[src/design/i2c_mbe_pkg.sv]
// ----------------------------------------------------------------------------
// I2C master bit engine package
// Shared types, phase encoding, command codes and timing helpers for the
// open-drain I2C master bit engine.
// ----------------------------------------------------------------------------
package i2c_mbe_pkg;

   // Command codes carried in the action field of a request.
   localparam logic [2:0] ACT_TICK  = 3'd0;
   localparam logic [2:0] ACT_START = 3'd1;
   localparam logic [2:0] ACT_SEND  = 3'd2;
   localparam logic [2:0] ACT_READ  = 3'd3;
   localparam logic [2:0] ACT_STOP  = 3'd4;

   // Register map: the register index is address bit 2.
   localparam int          CSR_ADDR_W       = 3;
   localparam int          CSR_DATA_W       = 32;
   localparam logic [0:0]  REG_UNIT_TICKS   = 1'b0;
   localparam logic [0:0]  REG_ACK_TIMEOUT  = 1'b1;
   localparam logic [7:0]  UNIT_TICKS_RST   = 8'd10;
   localparam logic [7:0]  ACK_TIMEOUT_RST  = 8'd250;

   // Delay lengths, given as a left shift of one unit (1, 2 or 4 units).
   localparam logic [1:0]  UNITS_1 = 2'd0;
   localparam logic [1:0]  UNITS_2 = 2'd1;
   localparam logic [1:0]  UNITS_4 = 2'd2;

   localparam logic [3:0]  BITS_PER_BYTE = 4'd8;

   typedef enum logic [4:0] {
      PH_IDLE    = 5'd0,
      PH_ST1     = 5'd1,
      PH_ST2     = 5'd2,
      PH_SP1     = 5'd3,
      PH_SP2     = 5'd4,
      PH_SF1     = 5'd5,
      PH_SF2     = 5'd6,
      PH_TX_LOW  = 5'd7,
      PH_TX_HIGH = 5'd8,
      PH_TX_GAP  = 5'd9,
      PH_AK_REL  = 5'd10,
      PH_AK_HIGH = 5'd11,
      PH_POLL    = 5'd12,
      PH_RX_LOW  = 5'd13,
      PH_RX_HIGH = 5'd14,
      PH_RA_LOW  = 5'd15,
      PH_RA_HIGH = 5'd16
   } phase_type;

   typedef struct packed {
      logic [2:0] action;
      logic [7:0] tx_byte;
      logic       give_ack;
      logic       sda_sample;
   } req_type;

   typedef struct packed {
      logic       scl_level;
      logic       sda_pull_low;
      logic       busy_res;
      logic       done_res;
      logic [7:0] rx_byte;
      logic       ack_failed;
   } rsp_type;

   // Length of a wait in ticks; a zero unit counts as one tick.
   function automatic logic [9:0] wait_ticks(input logic [1:0] units,
                                             input logic [7:0] unit);
      logic [9:0] unit_eff;
      unit_eff = (unit == 8'd0) ? 10'd1 : {2'b00, unit};
      return unit_eff << units;
   endfunction

endpackage

[src/design/i2c_master_bit_engine_core.sv]
// ----------------------------------------------------------------------------
// I2C master bit engine core
// Open-drain I2C master that steps its bus timing once per request
// transaction and returns the resulting line levels and status.
// ----------------------------------------------------------------------------
//
//   channel   | direction | handshake          | contents
//   ----------+-----------+--------------------+-------------------------------
//   req_      | in        | req_valid/req_stall| command, byte, ack choice, SDA
//   rsp_      | out       | rsp_valid/rsp_stall| SCL, SDA drive, status, rx byte
//   csr_      | in/out    | APB, pready high   | unit_ticks, ack_timeout
//
// Every request transaction is one bus tick and produces exactly one response
// transaction in the next cycle. The engine takes one request per clock cycle
// while it is not stalled; the whole state update is a single pass through the
// phase logic into the state and response registers. Reset is synchronous and
// returns the bus to idle with both lines released. When the response register
// is full and the downstream side stalls, req_stall is raised and the state
// holds until the pending response has been taken.
//
module i2c_master_bit_engine_core (
   input  logic                                  clock,
   input  logic                                  reset,
   // Request channel
   input  logic                                  req_valid,
   output logic                                  req_stall,
   input  i2c_mbe_pkg::req_type                  req_data,
   // Response channel
   output logic                                  rsp_valid,
   input  logic                                  rsp_stall,
   output i2c_mbe_pkg::rsp_type                  rsp_data,
   // Configuration port
   input  logic                                  csr_psel,
   input  logic                                  csr_penable,
   input  logic                                  csr_pwrite,
   input  logic [i2c_mbe_pkg::CSR_ADDR_W-1:0]    csr_paddr,
   input  logic [i2c_mbe_pkg::CSR_DATA_W-1:0]    csr_pwdata,
   output logic [i2c_mbe_pkg::CSR_DATA_W-1:0]    csr_prdata,
   output logic                                  csr_pready
);
   import i2c_mbe_pkg::*;

   // Configuration registers.
   logic [7:0] unit_ticks_ff;
   logic [7:0] ack_timeout_ff;

   // Engine state.
   phase_type  phase_ff,     phase_in;
   logic [3:0] bit_count_ff, bit_count_in;
   logic [9:0] timer_ff,     timer_in;
   logic [7:0] shift_ff,     shift_in;
   logic [7:0] wait_ff,      wait_in;
   logic       scl_ff,       scl_in;
   logic       sda_low_ff,   sda_low_in;
   logic [7:0] rx_byte_ff,   rx_byte_in;
   logic       failed_ff,    failed_in;
   logic       ack_latch_ff, ack_latch_in;
   logic       done_in;

   // Response register.
   logic       rsp_valid_ff, rsp_valid_in;
   rsp_type    rsp_data_ff,  rsp_data_in;

   logic       req_fire;
   logic       csr_write;
   logic [9:0] timer_dec;
   logic       expired;

   // ------------------------------------------------------------------------
   // Configuration port. The register index sits in address bit 2; the low
   // address bits select a byte lane and are not decoded.
   // ------------------------------------------------------------------------
   assign csr_pready = 1'b1;
   assign csr_write  = csr_psel && csr_penable && csr_pwrite && csr_pready;

   always_ff @(posedge clock) begin
      if (reset) begin
         unit_ticks_ff  <= UNIT_TICKS_RST;
         ack_timeout_ff <= ACK_TIMEOUT_RST;
      end else if (csr_write) begin
         unique case (csr_paddr[2])
            REG_UNIT_TICKS:  unit_ticks_ff  <= csr_pwdata[7:0];
            REG_ACK_TIMEOUT: ack_timeout_ff <= csr_pwdata[7:0];
            default: ;
         endcase
      end
   end

   always_comb begin
      unique case (csr_paddr[2])
         REG_UNIT_TICKS:  csr_prdata = {{(CSR_DATA_W-8){1'b0}}, unit_ticks_ff};
         REG_ACK_TIMEOUT: csr_prdata = {{(CSR_DATA_W-8){1'b0}}, ack_timeout_ff};
         default:         csr_prdata = '0;
      endcase
   end

   // ------------------------------------------------------------------------
   // Handshake. A request is taken whenever the response register is empty or is
   // being emptied this cycle; unless stalled, the engine runs one tick per clock.
   // ------------------------------------------------------------------------
   assign req_stall    = rsp_valid_ff && rsp_stall;
   assign req_fire     = req_valid && !req_stall;
   assign rsp_valid_in = req_fire || (rsp_valid_ff && rsp_stall);

   // The delay timer counts down before the phase logic looks at it, so the
   // next line action falls on the tick on which the wait runs out.
   assign timer_dec = (timer_ff != 10'd0) ? (timer_ff - 10'd1) : timer_ff;
   assign expired   = (timer_dec == 10'd0);

   // ------------------------------------------------------------------------
   // Phase logic: next state for one bus tick.
   // ------------------------------------------------------------------------
   always_comb begin
      phase_in     = phase_ff;
      bit_count_in = bit_count_ff;
      timer_in     = timer_ff;
      shift_in     = shift_ff;
      wait_in      = wait_ff;
      scl_in       = scl_ff;
      sda_low_in   = sda_low_ff;
      rx_byte_in   = rx_byte_ff;
      failed_in    = failed_ff;
      ack_latch_in = ack_latch_ff;
      done_in      = 1'b0;

      if (phase_ff == PH_IDLE) begin
         // A command is only taken while idle; unknown codes are plain ticks.
         case (req_data.action)
            ACT_START: begin
               scl_in     = 1'b1;
               sda_low_in = 1'b0;
               timer_in   = wait_ticks(UNITS_4, unit_ticks_ff);
               phase_in   = PH_ST1;
            end
            ACT_SEND: begin
               bit_count_in = 4'd0;
               scl_in       = 1'b0;
               sda_low_in   = ~req_data.tx_byte[7];
               shift_in     = {req_data.tx_byte[6:0], 1'b0};
               timer_in     = wait_ticks(UNITS_2, unit_ticks_ff);
               phase_in     = PH_TX_LOW;
            end
            ACT_READ: begin
               ack_latch_in = req_data.give_ack;
               shift_in     = 8'd0;
               bit_count_in = 4'd0;
               scl_in       = 1'b0;
               sda_low_in   = 1'b0;
               timer_in     = wait_ticks(UNITS_2, unit_ticks_ff);
               phase_in     = PH_RX_LOW;
            end
            ACT_STOP: begin
               scl_in     = 1'b0;
               sda_low_in = 1'b1;
               timer_in   = wait_ticks(UNITS_4, unit_ticks_ff);
               phase_in   = PH_SP1;
            end
            default: ;
         endcase
      end else if (phase_ff == PH_POLL) begin
         // Acknowledge poll: SDA low ends the send, otherwise count to timeout.
         if (!req_data.sda_sample) begin
            scl_in     = 1'b0;
            sda_low_in = 1'b0;
            failed_in  = 1'b0;
            phase_in   = PH_IDLE;
            done_in    = 1'b1;
         end else if (wait_ff >= ack_timeout_ff) begin
            scl_in     = 1'b0;
            sda_low_in = 1'b1;
            timer_in   = wait_ticks(UNITS_4, unit_ticks_ff);
            phase_in   = PH_SF1;
         end else begin
            wait_in = wait_ff + 8'd1;
         end
      end else begin
         timer_in = timer_dec;
         if (expired) begin
            unique case (phase_ff)
               PH_ST1: begin
                  scl_in     = 1'b1;
                  sda_low_in = 1'b1;
                  timer_in   = wait_ticks(UNITS_4, unit_ticks_ff);
                  phase_in   = PH_ST2;
               end
               PH_ST2: begin
                  scl_in     = 1'b0;
                  sda_low_in = 1'b1;
                  phase_in   = PH_IDLE;
                  done_in    = 1'b1;
               end
               PH_SP1: begin
                  scl_in     = 1'b1;
                  sda_low_in = 1'b0;
                  timer_in   = wait_ticks(UNITS_4, unit_ticks_ff);
                  phase_in   = PH_SP2;
               end
               PH_SF1: begin
                  scl_in     = 1'b1;
                  sda_low_in = 1'b0;
                  timer_in   = wait_ticks(UNITS_4, unit_ticks_ff);
                  phase_in   = PH_SF2;
               end
               PH_SF2: begin
                  failed_in = 1'b1;
                  phase_in  = PH_IDLE;
                  done_in   = 1'b1;
               end
               PH_TX_LOW: begin
                  scl_in   = 1'b1;
                  timer_in = wait_ticks(UNITS_2, unit_ticks_ff);
                  phase_in = PH_TX_HIGH;
               end
               PH_TX_HIGH: begin
                  scl_in   = 1'b0;
                  timer_in = wait_ticks(UNITS_2, unit_ticks_ff);
                  phase_in = PH_TX_GAP;
               end
               PH_TX_GAP: begin
                  bit_count_in = bit_count_ff + 4'd1;
                  if (bit_count_in < BITS_PER_BYTE) begin
                     scl_in     = 1'b0;
                     sda_low_in = ~shift_ff[7];
                     shift_in   = {shift_ff[6:0], 1'b0};
                     timer_in   = wait_ticks(UNITS_2, unit_ticks_ff);
                     phase_in   = PH_TX_LOW;
                  end else begin
                     scl_in     = 1'b0;
                     sda_low_in = 1'b0;
                     timer_in   = wait_ticks(UNITS_1, unit_ticks_ff);
                     phase_in   = PH_AK_REL;
                  end
               end
               PH_AK_REL: begin
                  scl_in     = 1'b1;
                  sda_low_in = 1'b0;
                  timer_in   = wait_ticks(UNITS_1, unit_ticks_ff);
                  phase_in   = PH_AK_HIGH;
               end
               PH_AK_HIGH: begin
                  wait_in  = 8'd0;
                  phase_in = PH_POLL;
               end
               PH_RX_LOW: begin
                  scl_in       = 1'b1;
                  sda_low_in   = 1'b0;
                  shift_in     = {shift_ff[6:0], req_data.sda_sample};
                  bit_count_in = bit_count_ff + 4'd1;
                  timer_in     = wait_ticks(UNITS_1, unit_ticks_ff);
                  phase_in     = PH_RX_HIGH;
               end
               PH_RX_HIGH: begin
                  scl_in   = 1'b0;
                  timer_in = wait_ticks(UNITS_2, unit_ticks_ff);
                  if (bit_count_ff < BITS_PER_BYTE) begin
                     sda_low_in = 1'b0;
                     phase_in   = PH_RX_LOW;
                  end else begin
                     sda_low_in = ack_latch_ff;
                     phase_in   = PH_RA_LOW;
                  end
               end
               PH_RA_LOW: begin
                  scl_in   = 1'b1;
                  timer_in = wait_ticks(UNITS_2, unit_ticks_ff);
                  phase_in = PH_RA_HIGH;
               end
               PH_RA_HIGH: begin
                  scl_in     = 1'b0;
                  rx_byte_in = shift_ff;
                  phase_in   = PH_IDLE;
                  done_in    = 1'b1;
               end
               default: begin
                  // End of the stop condition, and recovery from any stray code.
                  phase_in = PH_IDLE;
                  done_in  = 1'b1;
               end
            endcase
         end
      end
   end

   // The response carries the line and status state as it stands after this
   // tick, which is exactly what the state registers take on.
   always_comb begin
      rsp_data_in.scl_level    = scl_in;
      rsp_data_in.sda_pull_low = sda_low_in;
      rsp_data_in.busy_res     = (phase_in != PH_IDLE);
      rsp_data_in.done_res     = done_in;
      rsp_data_in.rx_byte      = rx_byte_in;
      rsp_data_in.ack_failed   = failed_in;
   end

   // ------------------------------------------------------------------------
   // State registers.
   // ------------------------------------------------------------------------
   always_ff @(posedge clock) begin
      if (reset) begin
         phase_ff     <= PH_IDLE;
         bit_count_ff <= 4'd0;
         timer_ff     <= 10'd0;
         shift_ff     <= 8'd0;
         wait_ff      <= 8'd0;
         scl_ff       <= 1'b1;
         sda_low_ff   <= 1'b0;
         rx_byte_ff   <= 8'd0;
         failed_ff    <= 1'b0;
         ack_latch_ff <= 1'b0;
      end else if (req_fire) begin
         phase_ff     <= phase_in;
         bit_count_ff <= bit_count_in;
         timer_ff     <= timer_in;
         shift_ff     <= shift_in;
         wait_ff      <= wait_in;
         scl_ff       <= scl_in;
         sda_low_ff   <= sda_low_in;
         rx_byte_ff   <= rx_byte_in;
         failed_ff    <= failed_in;
         ack_latch_ff <= ack_latch_in;
      end
   end

   always_ff @(posedge clock) begin
      if (reset) begin
         rsp_valid_ff <= 1'b0;
      end else begin
         rsp_valid_ff <= rsp_valid_in;
      end
   end

   always_ff @(posedge clock) begin
      if (req_fire) begin
         rsp_data_ff <= rsp_data_in;
      end
   end

   assign rsp_valid = rsp_valid_ff;
   assign rsp_data  = rsp_data_ff;

   // ------------------------------------------------------------------------
   // Assertions.
   // ------------------------------------------------------------------------

   // Every accepted tick leaves a response in the output register.
   a_fire_gives_rsp: assert property (@(posedge clock) disable iff (reset)
      req_fire |=> rsp_valid_ff)
      else $error("accepted tick produced no response");

   // The busy flag of the pending response agrees with the phase register.
   a_busy_matches_phase: assert property (@(posedge clock) disable iff (reset)
      rsp_valid_ff |-> (rsp_data_ff.busy_res == (phase_ff != PH_IDLE)))
      else $error("busy flag disagrees with engine phase");

   // A completion pulse is only reported with the engine back at idle.
   a_done_is_idle: assert property (@(posedge clock) disable iff (reset)
      (rsp_valid_ff && rsp_data_ff.done_res) |-> !rsp_data_ff.busy_res)
      else $error("completion reported while still busy");

   // The bit counter never runs past one byte.
   a_bit_count_range: assert property (@(posedge clock) disable iff (reset)
      bit_count_ff <= BITS_PER_BYTE)
      else $error("bit counter beyond one byte");

endmodule
[config.mk]
export PLATFORM = sky130hd
export DESIGN_NAME = i2c_master_bit_engine_core
export DESIGN_NICKNAME = d
export VERILOG_FILES = /design/src/design/i2c_mbe_pkg.sv /design/src/design/i2c_master_bit_engine_core.sv
export SDC_FILE = /design/constraint.sdc
export NUM_CORES = 1
export LEC_CHECK = 0
export BUFFER_PORTS_ARGS = -buffer_cell sky130_fd_sc_hd__buf_2
export CORE_MARGIN = 10
export CORE_UTILIZATION = 62
export CTS_BUF_LIST = sky130_fd_sc_hd__clkbuf_4 sky130_fd_sc_hd__clkbuf_8
export DETAILED_ROUTE_END_ITERATION = 7
export PLACE_DENSITY_LB_ADDON = 0.1
export SYNTH_ARGS = -nofsm -noshare
export SYNTH_HDL_FRONTEND = slang
export SYNTH_SLANG_ARGS = --single-unit
export TNS_END_PERCENT = 50
[constraint.sdc]
create_clock -name clock -period 8.7 [get_ports clock]
set_input_delay 1.74 -clock clock [delete_from_list [all_inputs] [get_ports clock]]
set_output_delay 1.74 -clock clock [all_outputs]
set_load 0.1 [all_outputs]
## Word level (Yosys, flattened, before mapping)

Index checks and enable logic that the tools add are counted.
W data, S select, Z words.

| storage, ports and cells | value |
|---|---|
| memory bits (read-only) | 0 |
| logic and storage cells | 158 |
| bits in writable memories | 0 |
| input port bits | 55 |
| memories | 0 |
| register bits | 77 |
| latch bits | 0 |
| output and inout port bits | 48 |

| operators by class | value |
|---|---|
| $mul | 0 |
| equality and inequality tests | 28 |
| bitwise gates (word level) | 4 |
| div/mod/pow operators | 0 |
| $lt $le $gt $ge | 3 |
| reductions and logical operators | 36 |
| shift operators | 0 |
| add/sub/neg operators | 3 |
| muxes and demuxes | 65 |

Operators with widths:

| kind | count |
|---|---|
| $mux W8 | 14 |
| $pmux W32 S2 | 1 |
| $mux W10 | 6 |
| $pmux W5 S11 | 1 |
| $eq A5 B4 Y1 const B | 8 |
| $pmux W10 S4 | 1 |
| $pmux W8 S2 | 2 |
| $mux W5 | 5 |
| $mux W4 | 6 |
| $mux W1 | 21 |
| $pmux W10 S2 | 1 |
| $pmux W5 S4 | 1 |
| $eq A5 B3 Y1 const B | 3 |
| $reduce_and A6 Y1 | 2 |
| $reduce_or A2 Y1 | 6 |
| $reduce_or A11 Y1 | 1 |
| $eq A5 B2 Y1 const B | 2 |
| $logic_not A10 Y1 | 1 |
| $reduce_bool A10 Y1 | 1 |
| $sub A10 B1 Y10 const B | 1 |
| $mux W9 | 1 |
| $ne A3 B3 Y1 const B | 3 |
| $add A8 B1 Y8 const B | 1 |
| $ge A8 B8 Y1 | 1 |
| 31 further kinds | 49 |

## Logic depth before layout (Yosys ltp)

Gate-level depths: netlist of the first run.

| logic depth | value |
|---|---|
| depth after elaboration | 8 |
| mapped depth | 12 |

## Worst setup path after synthesis of the first run

Ideal clock, no wire load.

| timing path | value |
|---|---|
| kind | input port to output port |
| from | in csr_paddr[2] in the netlist's numbering |
| to | out csr_prdata[3] in the netlist's numbering |
| slack | 2.875 ns |
| arrival time | 4.085 ns |
| required time | 6.960 ns |
| path buffers | 1 |
| cell stages on the path | 2 |
| cells stage by stage | clkbuf_1 o21ai_0 |

| on the way | value |
|---|---|
| longest elaborated chain between the ends | 2 |

RTL lines:

| item | RTL line | RTL |
|---|---|---|
| start, declared | i2c_master_bit_engine_core.sv:36 | `input logic [i2c_mbe_pkg::CSR_ADDR_W-1:0] csr_paddr,` |
| $not A1 Y1 (no source line) | -- |  |
| $pmux W32 S2 (*) | i2c_master_bit_engine_core.sv:90 | `unique case (csr_paddr[2])` |
| end, declared | i2c_master_bit_engine_core.sv:38 | `output logic [i2c_mbe_pkg::CSR_DATA_W-1:0] csr_prdata,` |

Mark *: on every way between the ends. The rest lies on a longest branch, timed or not. The select of a mux whose other input is x is not followed.

## Worst setup path after layout of the first run

Ends and elaborated chain as after synthesis.

==> results of run 1 <==
-- critical path: stages --
cell and delay, ps:
sky130_fd_sc_hd__buf_2 240, sky130_fd_sc_hd__nand2_1 90, sky130_fd_sc_hd__o21ai_0 120, sky130_fd_sc_hd__buf_2 480
-- worst max-delay path by stage --
stage                     slack [ps]                       end  cells after the start         start
final                           4270             csr_prdata[3]                      4  csr_paddr[2]
after global placement          4100  shift_ff[7]$_SDFFE_PP0P_                      8     rsp_stall
after global routing            4040  shift_ff[1]$_SDFFE_PP0P_                      8     rsp_stall
after CTS                       4300             csr_prdata[3]                      4  csr_paddr[2]
after floorplan                 2870             csr_prdata[3]                      2  csr_paddr[2]
after detailed placement        4040  shift_ff[6]$_SDFFE_PP0P_                      8     rsp_stall
-- registers in the layout, indices dropped and copies added (netlist names) --
signal          cells
sda_low_ff          1
failed_ff           1
rsp_valid           1
ack_latch_ff        1
scl_ff              1
rx_byte_ff          8
shift_ff            8
rsp_data           13
timer_ff           10
bit_count_ff        4
wait_ff             8
unit_ticks_ff       8
ack_timeout_ff      8
phase_ff            5
-- layer usage --
metal  part of all wire [%]  vias up  global-route usage [%]
li1                       -     2326                       -
met3                    8.1       29                    3.97
met4                    2.0        0                    7.28
met5                      0        -                       0
met2                     48      236                    36.9
met1                     41     2316                    27.4
-- cells by family after synthesis --
| family | after synthesis | synth area share (%) |
|---|---|---|
| simple gates | 222 | 22.2 |
| compound gates | 171 | 23.9 |
| buf+inv | 98 | 9.31 |
| flops | 77 | 32.1 |
| mux | 42 | 8.56 |
| fa+ha+maj | 11 | 2.65 |
| xor+xnor | 7 | 1.18 |
| other cells | 2 | 0.144 |
-- report_power, final --
part	total, mW	internal, mW	switching [mW]
registers	0.431	0.388	0.0437
logic	0.499	0.154	0.345
clock network	0.284	0.137	0.147
total	1.21	0.678	0.536
-- cell usage in the layout (no fill, tap or decap), types with 4 or more instances in the layout --
| cell type | instances |
|---|---|
| sky130_fd_sc_hd__a211oi_1 | 8 |
| sky130_fd_sc_hd__a21oi_1 | 39 |
| sky130_fd_sc_hd__a221oi_1 | 6 |
| sky130_fd_sc_hd__a222oi_1 | 5 |
| sky130_fd_sc_hd__a22o_1 | 7 |
| sky130_fd_sc_hd__a22oi_1 | 4 |
| sky130_fd_sc_hd__a311oi_1 | 7 |
| sky130_fd_sc_hd__a31oi_1 | 4 |
| sky130_fd_sc_hd__and3_1 | 4 |
| sky130_fd_sc_hd__buf_2 | 51 |
| sky130_fd_sc_hd__buf_4 | 4 |
| sky130_fd_sc_hd__clkbuf_8 | 9 |
| sky130_fd_sc_hd__conb_1 | 25 |
| sky130_fd_sc_hd__dfxtp_1 | 64 |
| sky130_fd_sc_hd__edfxtp_1 | 13 |
| sky130_fd_sc_hd__ha_1 | 11 |
| sky130_fd_sc_hd__inv_1 | 33 |
| sky130_fd_sc_hd__mux2_2 | 20 |
| sky130_fd_sc_hd__mux2i_1 | 22 |
| sky130_fd_sc_hd__nand2_1 | 53 |
| sky130_fd_sc_hd__nand2b_1 | 8 |
| sky130_fd_sc_hd__nand3_1 | 25 |
| sky130_fd_sc_hd__nand3b_1 | 4 |
| sky130_fd_sc_hd__nand4_1 | 9 |
| sky130_fd_sc_hd__nor2_1 | 64 |
| sky130_fd_sc_hd__nor3_1 | 13 |
| sky130_fd_sc_hd__o211ai_1 | 10 |
| sky130_fd_sc_hd__o21a_1 | 5 |
| sky130_fd_sc_hd__o21ai_0 | 34 |
| sky130_fd_sc_hd__or3_1 | 11 |
| sky130_fd_sc_hd__xnor2_1 | 5 |
-- cell type report --
cell class / count / area share (%)
multi-input combinational: 478 / 56.5
sequential: 77 / 30.1
timing repair buffer: 55 / 5.14
tap: 105 / 2.37
clock buffer: 9 / 2.23
inverter: 33 / 2.23
clock inverter: 7 / 1.44
-- per-stage QoR --
stage / area (um2) / hold slack [ps] / util [%]
global route: 5550 / 530 / 67.9
floorplan: 5290 / 446 / -
CTS: 5550 / 500 / 67.9
finish: 5550 / 493 / 67.9
global placement: 5350 / 469 / 65.4
detailed placement: 5350 / 481 / 65.4
==> results by stage, run 1 <==
STA:
- Setup repair after global routing left no endpoint under its margin.
- The aggregate negative setup slack is 0 ps.
- Of the available clock period, the critical path in the final layout requires 50.9%.
- The minimum period implied by the final worst setup slack is 4430 ps.
- The transition at the pin with the smallest max-transition slack is 1010 ps.
- The normalized max-slew margin is 32.3%.
- The total count of max-transition violations in the final report is 0.
- After layout, the worst setup slack is 4270 ps.
- The largest clock skew in the final design is 10.4 ps.
- Setup violations remaining at the end of the flow were counted as 0.
- The number of hold violations in the final report is 0.
- Based on the critical path, the design can be clocked at up to 226 MHz.

Floorplanning:
- The effective utilization at floorplan is 63.6%.
- The floorplan has 33 rows.
- During I/O placement, the number of pins put on the boundary was 103.
- The core region area is 0.00818 mm2.
- The x dimension of the die is 112 um.
- The overall die height is 112 um.
- The die covers 0.0125 mm2.

Hold path:
- The path class of the tightest hold or removal check is register to register.
- The end point of the worst hold path is ack_timeout_ff[0]$_SDFFE_PP0P_.
- The hold path depth is 2.
- In this run the most critical hold path is launched from ack_timeout_ff[0]$_SDFFE_PP0P_.

Yosys:
- The mapped netlist covers 0.00520 mm2.
- The number of unique standard cell types used by synthesis is 83.
- The number of cells produced by synthesis is 630.
- Of the synthesized area, sequential elements account for 32.1%.
- After synthesis, the cell types taking the most area are sky130_fd_sc_hd__dfxtp_1 25%, sky130_fd_sc_hd__edfxtp_1 7.5%, sky130_fd_sc_hd__nor2_1 4.6%.
- Of all cell types, the one taking the most synthesized area is sky130_fd_sc_hd__dfxtp_1.
- The share of the synthesized area in the top cell type is 24.6%.
- The synthesis warning total is 0.
- The synthesis-stage register bit count is 77.
- The commonest cells after synthesis are 64 x sky130_fd_sc_hd__dfxtp_1, 64 x sky130_fd_sc_hd__nor2_1, 53 x sky130_fd_sc_hd__nand2_1.
- The synthesized area divided by synthesized cell count is 8.26 um2.
- The commonest register cell after synthesis is sky130_fd_sc_hd__dfxtp_1.
- Counting flops with an async set or reset pin after synthesis yields a share of 0%.
- The count of flip-flops with a built-in enable after synthesis is 13.

GRT:
- The global router's overall resource usage is 21.9%.
- The number of antenna violations at the first check in global routing is 0.
- Entering global routing, the biggest net connects 46 pins.
- After global routing the overflow that remains totals 0.
- The wire length of the first global-routing pass is 23,600 um.
- The number of global-route vias before repair is 4,714.

Final layout:
- The count of inserted antenna diode cells is 0.
- Fill cells in the final layout number 725.
- The combined area of the multi-input logic cells is 0.00313 mm2.
- Across the whole layout, storage elements account for 0.00167 mm2.
- The non-filler instance count after layout is 764.
- The proportion of layout cells with a drive suffix above 1 is 17.1%.
- The layout overhead on the synthesized area is 6.66%.
- After the last flow step, the layout net total stands at 720.

Routing:
- The final antenna-violating net count is 0.
- The detail-routed net length per standard cell is 18.4 um.
- The final route contains 4,907 vias.
- In this run, the number of DRC markers left after iteration 0 of detailed routing was 388.
- The pre-antenna-repair detailed-routing pass consisted of 5 iterations.
- The final layout contains routed wiring with a total length of 14,100 um.
- For this run, design rule violations remaining after detail routing come to 0.
- Using the TritonRoute via totals, the vias-per-cell ratio works out to 6.42.

Clock tree:
- The H-tree was split into 3 levels.
- The number of cells upsized or downsized after cts is 0.
- Clock tree synthesis inserted a total of 9 buffers.
- Post-CTS timing repair inserted 0 buffers for setup.
- TritonCTS built the clock tree.
- The clock latency on the worst-skew pair is 350 ps.
- The number of buffers inserted for hold repair after clock tree synthesis is 0.
- Counting along the longest clock path gives a buffer depth of 2.
- The root buffer cell is sky130_fd_sc_hd__clkbuf_8.
- After clock tree synthesis, the clock-pin slew on the worst setup and hold paths is 90 ps.
- For this design, the sink count on the clock tree is 77.

Power and ir drop:
- The peak supply drop is 0.146 mV.
- The leakage dissipation is 2.17 nW.
- The total power per unit cell area is 219 mW/mm2.
- Power comes to 1.21 mW.

Worst setup path:
- The worst register-to-register path ends at rsp_data[1]$_DFFE_PP_.
- The largest fanout of any net on the critical path is 12.
- The startpoint identified for the worst register-to-register timing path is timer_ff[0]$_SDFFE_PP0P_.
- The data required time of the critical path is 6960 ps.
- Across all register-to-register paths, the minimum setup slack is 4840 ps.
- The worst register-to-register path has a depth of 8.
- At the worst endpoint, the arrival time is 2690 ps.
- By startpoint and endpoint, the worst setup path is classified as primary input to output pin.
- STA classifies the critical path endpoint as an output pin.
- The worst setup path is launched from a primary input.

Place:
- Once detailed placement completed, the half-perimeter wirelength came to 10,100 um.
- The number of placed instances, taps included, is 748.
- The global placement routability congestion is 0.943.
- The post-placement worst setup slack is 4040 ps.
- Input and output buffers added on the ports amount to 51.

Flow run:
- The max-capacitance violation count is 0.

Run status:
- The run finished with clean final reports.
Power figures use the tool's default switching activity.
==> inputs of run 2 (changes only) <==
--- a/config.mk
+++ b/config.mk
@@ -7,7 +7,7 @@
 export LEC_CHECK = 0
 export BUFFER_PORTS_ARGS = -buffer_cell sky130_fd_sc_hd__buf_2
 export CORE_MARGIN = 10
-export CORE_UTILIZATION = 62
+export CORE_UTILIZATION = 52
 export CTS_BUF_LIST = sky130_fd_sc_hd__clkbuf_4 sky130_fd_sc_hd__clkbuf_8
 export DETAILED_ROUTE_END_ITERATION = 7
 export PLACE_DENSITY_LB_ADDON = 0.1
==> constraint.sdc (replaced) <==
create_clock -name clock -period 4 [get_ports clock]
set_input_delay 0.8 -clock clock [delete_from_list [all_inputs] [get_ports clock]]
set_output_delay 0.8 -clock clock [all_outputs]
set_load 0.1 [all_outputs]
==> results by stage, run 2 (synthesis gave the netlist of run 1 again) <==
Floorplanning:
- The overall die height is 120 um (+7.5%).
- The x dimension of the die is 120 um (+7.5%).
- The I/O pin total is 103 (unchanged).
- The area of the die came to 0.0144 mm2 (+16%).
- The total number of placement rows is 36 (+9.1%).
- The core region area is 0.00977 mm2 (+20%).
- The effective utilization at floorplan came to 53.2% (-10 points).

Worst setup path:
- The worst setup path is of the register to register kind.
- The element type at the critical path start is a register.
- The number of buffers and inverters on the critical path is 2 (unchanged).
- The largest stage delay on the critical path is 570 ps (+90 ps).
- The data required time of the critical path is 4250 ps (-2710 ps).
- The data arrival time at the worst-slack endpoint was 3920 ps (+1230 ps).
- Traced cell by cell, the critical path runs through inv_1 > ha_1 > or4b_1 > o22a_1 > a211oi_2 > nand4_2 > buf_4 > nor3b_2 > nand2b_1 > a221oi_1.
- In this run the worst setup path begins at timer_ff[0]$_SDFFE_PP0P_.
- The largest fanout of any net on the critical path is 14 (+2).
- STA classifies the critical path endpoint as a register.
- The standard cell with the maximum stage delay on the critical path is sky130_fd_sc_hd__ha_1.
- The largest delay contributor family on the critical path is simple AND/OR/NAND/NOR gates.
- The startpoint of the worst register-to-register path is timer_ff[0]$_SDFFE_PP0P_.

GRT:
- The wire length of the first global-routing pass was 24,300 um (+3.1%).
- The number of global-route vias before repair is 4,797 (+1.8%).
- The number of antenna violations at the first check in global routing is 0 (unchanged).
- The pin count of the biggest net entering global routing is 45 (-2.2%).
- The global router's overall resource usage is 20.0% (-1.8 points).
- The leftover overflow at the end of global routing is 0 (unchanged).

Clock tree:
- The number of buffers created by CTS is 9 (unchanged).
- The clock tree buffer depth is 2 (unchanged).
- The number of levels the H-tree was split into is 3 (unchanged).
- The post-CTS setup repair buffer count came to 0 (unchanged).
- The cell sitting at the root of the clock tree is a sky130_fd_sc_hd__clkbuf_8.
- The number of cells upsized or downsized after cts is 0 (unchanged).
- The number of buffers inserted for hold repair after clock tree synthesis is 0 (unchanged).
- The clock latency on the worst-skew pair is 370 ps (+20 ps).
- The clock transition at the registers of the reported paths was 80 ps (about the same).
- The total number of clock tree sinks is 77 (unchanged).
- The TritonCTS clock tree is yes.

Final layout:
- The number of filler instances in the final layout is 946 (+30%).
- The count of inserted antenna diode cells came to 0 (unchanged).
- The number of flip-flops under the largest register name was 13 (unchanged).
- The combined area of the multi-input logic cells is 0.00313 mm2 (unchanged).
- In the layout the commonest cells are 64 x sky130_fd_sc_hd__nor2_1, 64 x sky130_fd_sc_hd__dfxtp_1, 53 x sky130_fd_sc_hd__nand2_1, 51 x sky130_fd_sc_hd__buf_2, 39 x sky130_fd_sc_hd__a21oi_1.
- Relative to the synthesized area, the layout overhead comes to 8.35%.
- The proportion of layout cells with a drive suffix above 1 is 18.0% (+0.87 points).
- The area occupied by registers was 0.00167 mm2 (unchanged).
- The final net count came to 727 (+0.97%).

STA:
- The normalized max-slew margin is 39.4% (+7.1 points).
- The number of hold violations in the final report is 0 (unchanged).
- The least setup slack across all paths after layout came to 328 ps (-3950 ps).
- The worst path uses 91.8% of the clock period.
- The total count of max-transition violations in the final report is 0 (unchanged).
- Timing would allow up to 272 MHz.
- The minimum period implied by the final worst setup slack is 3670 ps.
- The transition at the pin with the smallest max-transition slack came to 905 ps (-104 ps).
- The count of endpoints failing setup in the final report was 0 (unchanged).
- Setup repair after global routing left no endpoint under its margin.
- The largest clock skew in the final design came to 8.39 ps (-2.05 ps).
- The aggregate negative setup slack was 0 ps (unchanged).

Place:
- The post-placement worst setup slack came to 365 ps (-3670 ps).
- The global placement routability congestion is 0.915 (-3.0%).
- The quantity of I/O buffers inserted on ports came to 51 (unchanged).
- The HPWL reported at the end of detailed placement is 10,700 um (+5.9%).

Hold path:
- The hold path startpoint is ack_timeout_ff[2]$_SDFFE_PP0P_.
- The path class of the tightest hold or removal check is register to register.

Power and ir drop:
- The overall power of the completed layout was 2.66 mW (+120%).
- The total power per unit cell area came to 473 mW/mm2 (+120%).
- The leakage dissipation is 2.20 nW (+1.4%).
- The peak supply drop is 0.245 mV (+68%).

Routing:
- The detail-routed net length per standard cell is 18.3 um (-0.52%).
- The total detailed-routing wirelength is 14,600 um (+4.0%).
- The number of remaining DRC errors was 0 (unchanged).
- The final antenna-violating net count is 0 (unchanged).
- The total number of vias is 4,893 (-0.29%).
- The detail-routed via count per cell came to 6.12 (-4.7%).
- The number of violations reported at the end of detailed-routing iteration 0 is 535 (+38%).
- The total iterations of the first detailed-routing run was 6 (+1).

Flow run:
- The max-capacitance violation count is 0 (unchanged).

Run status:
- The run finished with clean final reports.
-- run 2: cell types whose count changed in the layout (fill, tap and decap cells not counted) --
cell / before / now
sky130_fd_sc_hd__inv_6: 2 / 1
sky130_fd_sc_hd__inv_8: 1 / 0
sky130_fd_sc_hd__clkinvlp_4: 1 / 2
sky130_fd_sc_hd__clkbuf_4: 0 / 1
sky130_fd_sc_hd__clkbuf_8: 9 / 10
sky130_fd_sc_hd__buf_4: 4 / 11
sky130_fd_sc_hd__clkinv_4: 1 / 0
-- run 2: power breakdown --
| group | switching [mW] | internal [mW] | total (mW) |
|---|---|---|---|
| sequential | 0.0942 | 0.843 | 0.937 |
| combinational | 0.756 | 0.353 | 1.11 |
| clock | 0.305 | 0.313 | 0.619 |
| total | 1.16 | 1.51 | 2.66 |
-- run 2: path summary, 6_finish.rpt --
check	slack, ps	to	cells past startpoint
max reg2reg	330	timer_ff[2]$_SDFFE_PP0P_	10
max	330	timer_ff[2]$_SDFFE_PP0P_	10
min reg2reg	480	ack_timeout_ff[2]$_SDFFE_PP0P_	2
min	480	ack_timeout_ff[2]$_SDFFE_PP0P_	2
-- run 2: final cells by class --
cell class,count,share of cell area (%)
Clock buffer,11,2.57
Clock inverter,5,1.04
Inverter,33,2.20
Multi-Input combinational cell,478,55.6
Sequential cell,77,29.7
Tap cell,133,2.95
Timing Repair Buffer,62,5.99
-- run 2: per-layer routing --
| metal | GRT usage [%] | vias up | share of wire (%) |
|---|---|---|---|
| li1 | - | 2339 | - |
| met1 | 26.0 | 2316 | 44 |
| met4 | 6.11 | 0 | 1.5 |
| met2 | 32.0 | 212 | 46 |
| met3 | 5.06 | 26 | 8.5 |
| met5 | 0 | - | 0 |
-- run 2: worst reg2reg max path: stages, from the launching register on --
cell                       delay, ps
sky130_fd_sc_hd__dfxtp_1         390
sky130_fd_sc_hd__inv_1           200
sky130_fd_sc_hd__ha_1            580
sky130_fd_sc_hd__or4b_1          520
sky130_fd_sc_hd__o22a_1          240
sky130_fd_sc_hd__a211oi_2        270
sky130_fd_sc_hd__nand4_2         260
sky130_fd_sc_hd__buf_4           270
sky130_fd_sc_hd__nor3b_2         420
sky130_fd_sc_hd__nand2b_1        110
sky130_fd_sc_hd__a221oi_1        310
-- run 2: through the flow --
step	cell area (um2)	util (%)	hold WS [ps]	instances
5_1_grt	5640	57.7	504	799
3_3_place_gp	5430	55.6	461	783
3_5_place_dp	5430	55.6	468	783
4_1_cts	5640	57.7	479	799
6_report	5640	57.7	481	799
2_1_floorplan	5290	-	446	653
==> inputs of run 3 (changes only) <==
--- a/config.mk
+++ b/config.mk
@@ -7,7 +7,7 @@
 export LEC_CHECK = 0
 export BUFFER_PORTS_ARGS = -buffer_cell sky130_fd_sc_hd__buf_2
 export CORE_MARGIN = 10
-export CORE_UTILIZATION = 52
+export CORE_UTILIZATION = 40
 export CTS_BUF_LIST = sky130_fd_sc_hd__clkbuf_4 sky130_fd_sc_hd__clkbuf_8
 export DETAILED_ROUTE_END_ITERATION = 7
 export PLACE_DENSITY_LB_ADDON = 0.1
==> constraint.sdc (replaced) <==
create_clock -name clock -period 4 [get_ports clock]
set_input_delay 0 -clock clock [delete_from_list [all_inputs] [get_ports clock]]
set_output_delay 0 -clock clock [all_outputs]
set_load 0.1 [all_outputs]
==> results by stage, run 3 (synthesis gave the netlist of run 1 again) <==
STA:
- The normalized max-slew margin is 37.4% (-2.1 points).
- The total count of max-transition violations in the final report is 0 (unchanged).
- The aggregate negative setup slack is 0 ps (unchanged).
- The number of hold violations in the final report was 0 (unchanged).
- The minimum period implied by the final worst setup slack was 3460 ps (-211 ps).
- The maximum clock frequency came to 289 MHz (+6.1%).
- The final critical-path share of the clock period is 86.5% (-5.3 points).
- The transition at the pin with the smallest max-transition slack is 933 ps (+28.5 ps).
- The least setup slack across all paths after layout is 539 ps (+211 ps).
- Setup repair after global routing left no endpoint under its margin.
- The count of endpoints failing setup in the final report is 0 (unchanged).
- The largest clock skew in the final design is 16.1 ps (+7.74 ps).

Worst setup path:
- The data required time of the critical path was 4060 ps (-190 ps).
- The startpoint of the worst register-to-register path is timer_ff[1]$_SDFFE_PP0P_.
- The number of cell instances on the worst register-to-register path came to 9 (-1).
- The largest fanout of any net on the critical path is 14 (unchanged).
- STA classifies the critical path endpoint as a register.
- The worst setup slack for register-to-register paths came to 540 ps (+210 ps).
- The element type at the critical path start is a register.
- The data arrival time at the worst-slack endpoint is 3520 ps (-400 ps).
- The endpoint identified for the worst register-to-register timing path is rsp_data[10]$_DFFE_PP_.
- The worst setup path is of the register to register kind.

Power and ir drop:
- The peak supply drop is 0.274 mV (+12%).
- The total power per unit cell area is 465 mW/mm2 (-1.7%).
- The leakage dissipation is 2.30 nW (+4.4%).

GRT:
- The number of global-route vias before repair is 4,725 (-1.5%).
- The wire length of the first global-routing pass is 24,900 um (+2.2%).
- The global router's overall resource usage is 16.8% (-3.2 points).
- The pin count of the biggest net entering global routing is 46 (+2.2%).
- The number of antenna violations at the first check in global routing came to 0 (unchanged).
- The leftover overflow at the end of global routing is 0 (unchanged).

Routing:
- The total iterations of the first detailed-routing run is 6 (unchanged).
- The total detailed-routing wirelength came to 15,300 um (+4.5%).
- The total number of vias is 4,880 (-0.27%).
- The final antenna-violating net count is 0 (unchanged).
- The number of remaining DRC errors is 0 (unchanged).
- The detail-routed net length per standard cell is 17.8 um (-2.6%).
- The detail-routed via count per cell is 5.69 (-7.0%).
- The number of violations reported at the end of detailed-routing iteration 0 is 440 (-18%).

Final layout:
- The count of inserted antenna diode cells is 0 (unchanged).
- The final net count is 746 (+2.6%).
- The final standard cell area without fillers was 0.00589 mm2 (+4.5%).
- The non-filler instance count after layout is 857 (+7.3%).
- The layout overhead on the synthesized area is 13.3%.
- The number of flip-flops under the largest register name is 13 (unchanged).
- The proportion of layout cells with a drive suffix above 1 came to 17.5% (-0.50 points).
- The library cells used most frequently in the layout, excluding fill and tap cells, are 64 x sky130_fd_sc_hd__nor2_1, 64 x sky130_fd_sc_hd__dfxtp_1, 53 x sky130_fd_sc_hd__nand2_1, 51 x sky130_fd_sc_hd__buf_2, 39 x sky130_fd_sc_hd__a21oi_1.

Place:
- The HPWL reported at the end of detailed placement is 11,200 um (+3.9%).
- The instance area at placement is 0.00548 mm2 (+0.90%).
- The global placement routability congestion came to 0.878 (-4.1%).
- The quantity of I/O buffers inserted on ports is 51 (unchanged).
- The post-placement worst setup slack is 548 ps (+183 ps).
- The number of placed cells counting well taps is 822 (+5.0%).

Floorplanning:
- The core region area is 0.0127 mm2 (+30%).
- The overall die height is 134 um (+12%).
- The I/O pin total is 103 (unchanged).
- The area of the die is 0.0180 mm2 (+25%).
- The x dimension of the die was 134 um (+12%).
- The total number of placement rows is 41 (+14%).
- The effective utilization at floorplan came to 41.1% (-12 points).

Hold path:
- The hold path depth was 4 (+2).
- The worst hold path class is primary input to register.
- The startpoint identified for the worst hold timing path is csr_penable.
- The end point of the worst hold path is ack_timeout_ff[0]$_SDFFE_PP0P_.

Clock tree:
- The number of levels the H-tree was split into came to 3 (unchanged).
- The total number of clock tree sinks was 77 (unchanged).
- The clock latency on the worst-skew pair is 380 ps (about the same).
- The number of buffers created by CTS was 9 (unchanged).
- The number of cells upsized or downsized after cts is 0 (unchanged).
- The clock transition at the registers of the reported paths came to 80 ps (about the same).
- The clock tree buffer depth came to 2 (unchanged).
- The TritonCTS clock tree is yes.
- The tree is rooted in a sky130_fd_sc_hd__clkbuf_8.

Run status:
- The run finished with clean final reports.

Flow run:
- The max-capacitance violation count was 0 (unchanged).
run 3: cell types whose count changed in the layout (fill, tap and decap cells not counted):
| cell | previous run | this run |
|---|---|---|
| sky130_fd_sc_hd__clkbuf_4 | 1 | 3 |
| sky130_fd_sc_hd__bufinv_16 | 1 | 2 |
| sky130_fd_sc_hd__clkinvlp_4 | 2 | 0 |
| sky130_fd_sc_hd__inv_6 | 1 | 0 |
| sky130_fd_sc_hd__dlygate4sd3_1 | 0 | 19 |
| sky130_fd_sc_hd__clkbuf_8 | 10 | 9 |
| sky130_fd_sc_hd__clkinv_4 | 0 | 1 |
run 3: critical path, cell delays in order, from the launching register on:
cell                        delay [ps]
sky130_fd_sc_hd__dfxtp_1           390
sky130_fd_sc_hd__inv_1             130
sky130_fd_sc_hd__ha_1              540
sky130_fd_sc_hd__or4b_2            670
sky130_fd_sc_hd__o2111ai_1         330
sky130_fd_sc_hd__nor3_4            100
sky130_fd_sc_hd__and4_1            290
sky130_fd_sc_hd__a221o_1           360
sky130_fd_sc_hd__a21oi_1           140
sky130_fd_sc_hd__nand4_1           210
run 3: routing by layer:
metal  global-route usage, %  routed length [um]  vias to the layer above
met1                    23.7                7320                     2310
met5                       0                   0                        -
met2                    24.3                6680                      183
met3                    4.97                1150                        9
met4                    4.11                 118                        0
li1                        -                   -                     2378
run 3: cell type report:
type | count | area, um2
clock buffer | 12 | 146
clock inverter | 4 | 73.8
fill | 1288 | 6780
inverter | 33 | 124
multi-input combinational | 478 | 3130
sequential | 77 | 1670
tap | 172 | 215
timing repair buffer | 81 | 528
run 3: stage by stage:
step | hold WS (ps) | utilization, % | power [mW]
5_1_grt | 26.1 | 46.5 | 2.89
6_report | 25.7 | 46.5 | 2.74
3_5_place_dp | 235 | 43.3 | 2.05
3_3_place_gp | 228 | 43.3 | 2.04
4_1_cts | 2.74 | 46.5 | 2.75
2_1_floorplan | 124 | - | 1.83
run 3: worst max path at each step:
| stage | start | endpoint | cells past startpoint |
|---|---|---|---|
| 5_1_grt | timer_ff[1]$_SDFFE_PP0P_ | rsp_data[1]$_DFFE_PP_ | 8 |
| 3_3_place_gp | timer_ff[1]$_SDFFE_PP0P_ | rsp_data[10]$_DFFE_PP_ | 10 |
| 2_1_floorplan | timer_ff[0]$_SDFFE_PP0P_ | wait_ff[6]$_SDFFE_PP0P_ | 12 |
| 4_1_cts | timer_ff[1]$_SDFFE_PP0P_ | rsp_data[8]$_DFFE_PP_ | 8 |
| 3_5_place_dp | timer_ff[1]$_SDFFE_PP0P_ | rsp_data[8]$_DFFE_PP_ | 8 |
| 6_report | timer_ff[1]$_SDFFE_PP0P_ | rsp_data[10]$_DFFE_PP_ | 9 |
run 3: where the power goes:
part           internal, mW  total, mW  leakage (nW)  switching (mW)
registers             0.843      0.935         0.650          0.0923
clock network         0.373      0.676         0.115           0.303
logic                 0.364       1.13          1.54           0.762
total                  1.58       2.74          2.30            1.16
run 3: what timing repair did:
| item | 4_1_cts | 5_1_grt |
|---|---|---|
| endpoints found under the hold margin | 26 | 0 |
| endpoints found under the setup margin | 0 | 0 |
| setup buffers | 0 | 0 |
| hold buffers | 19 | 0 |
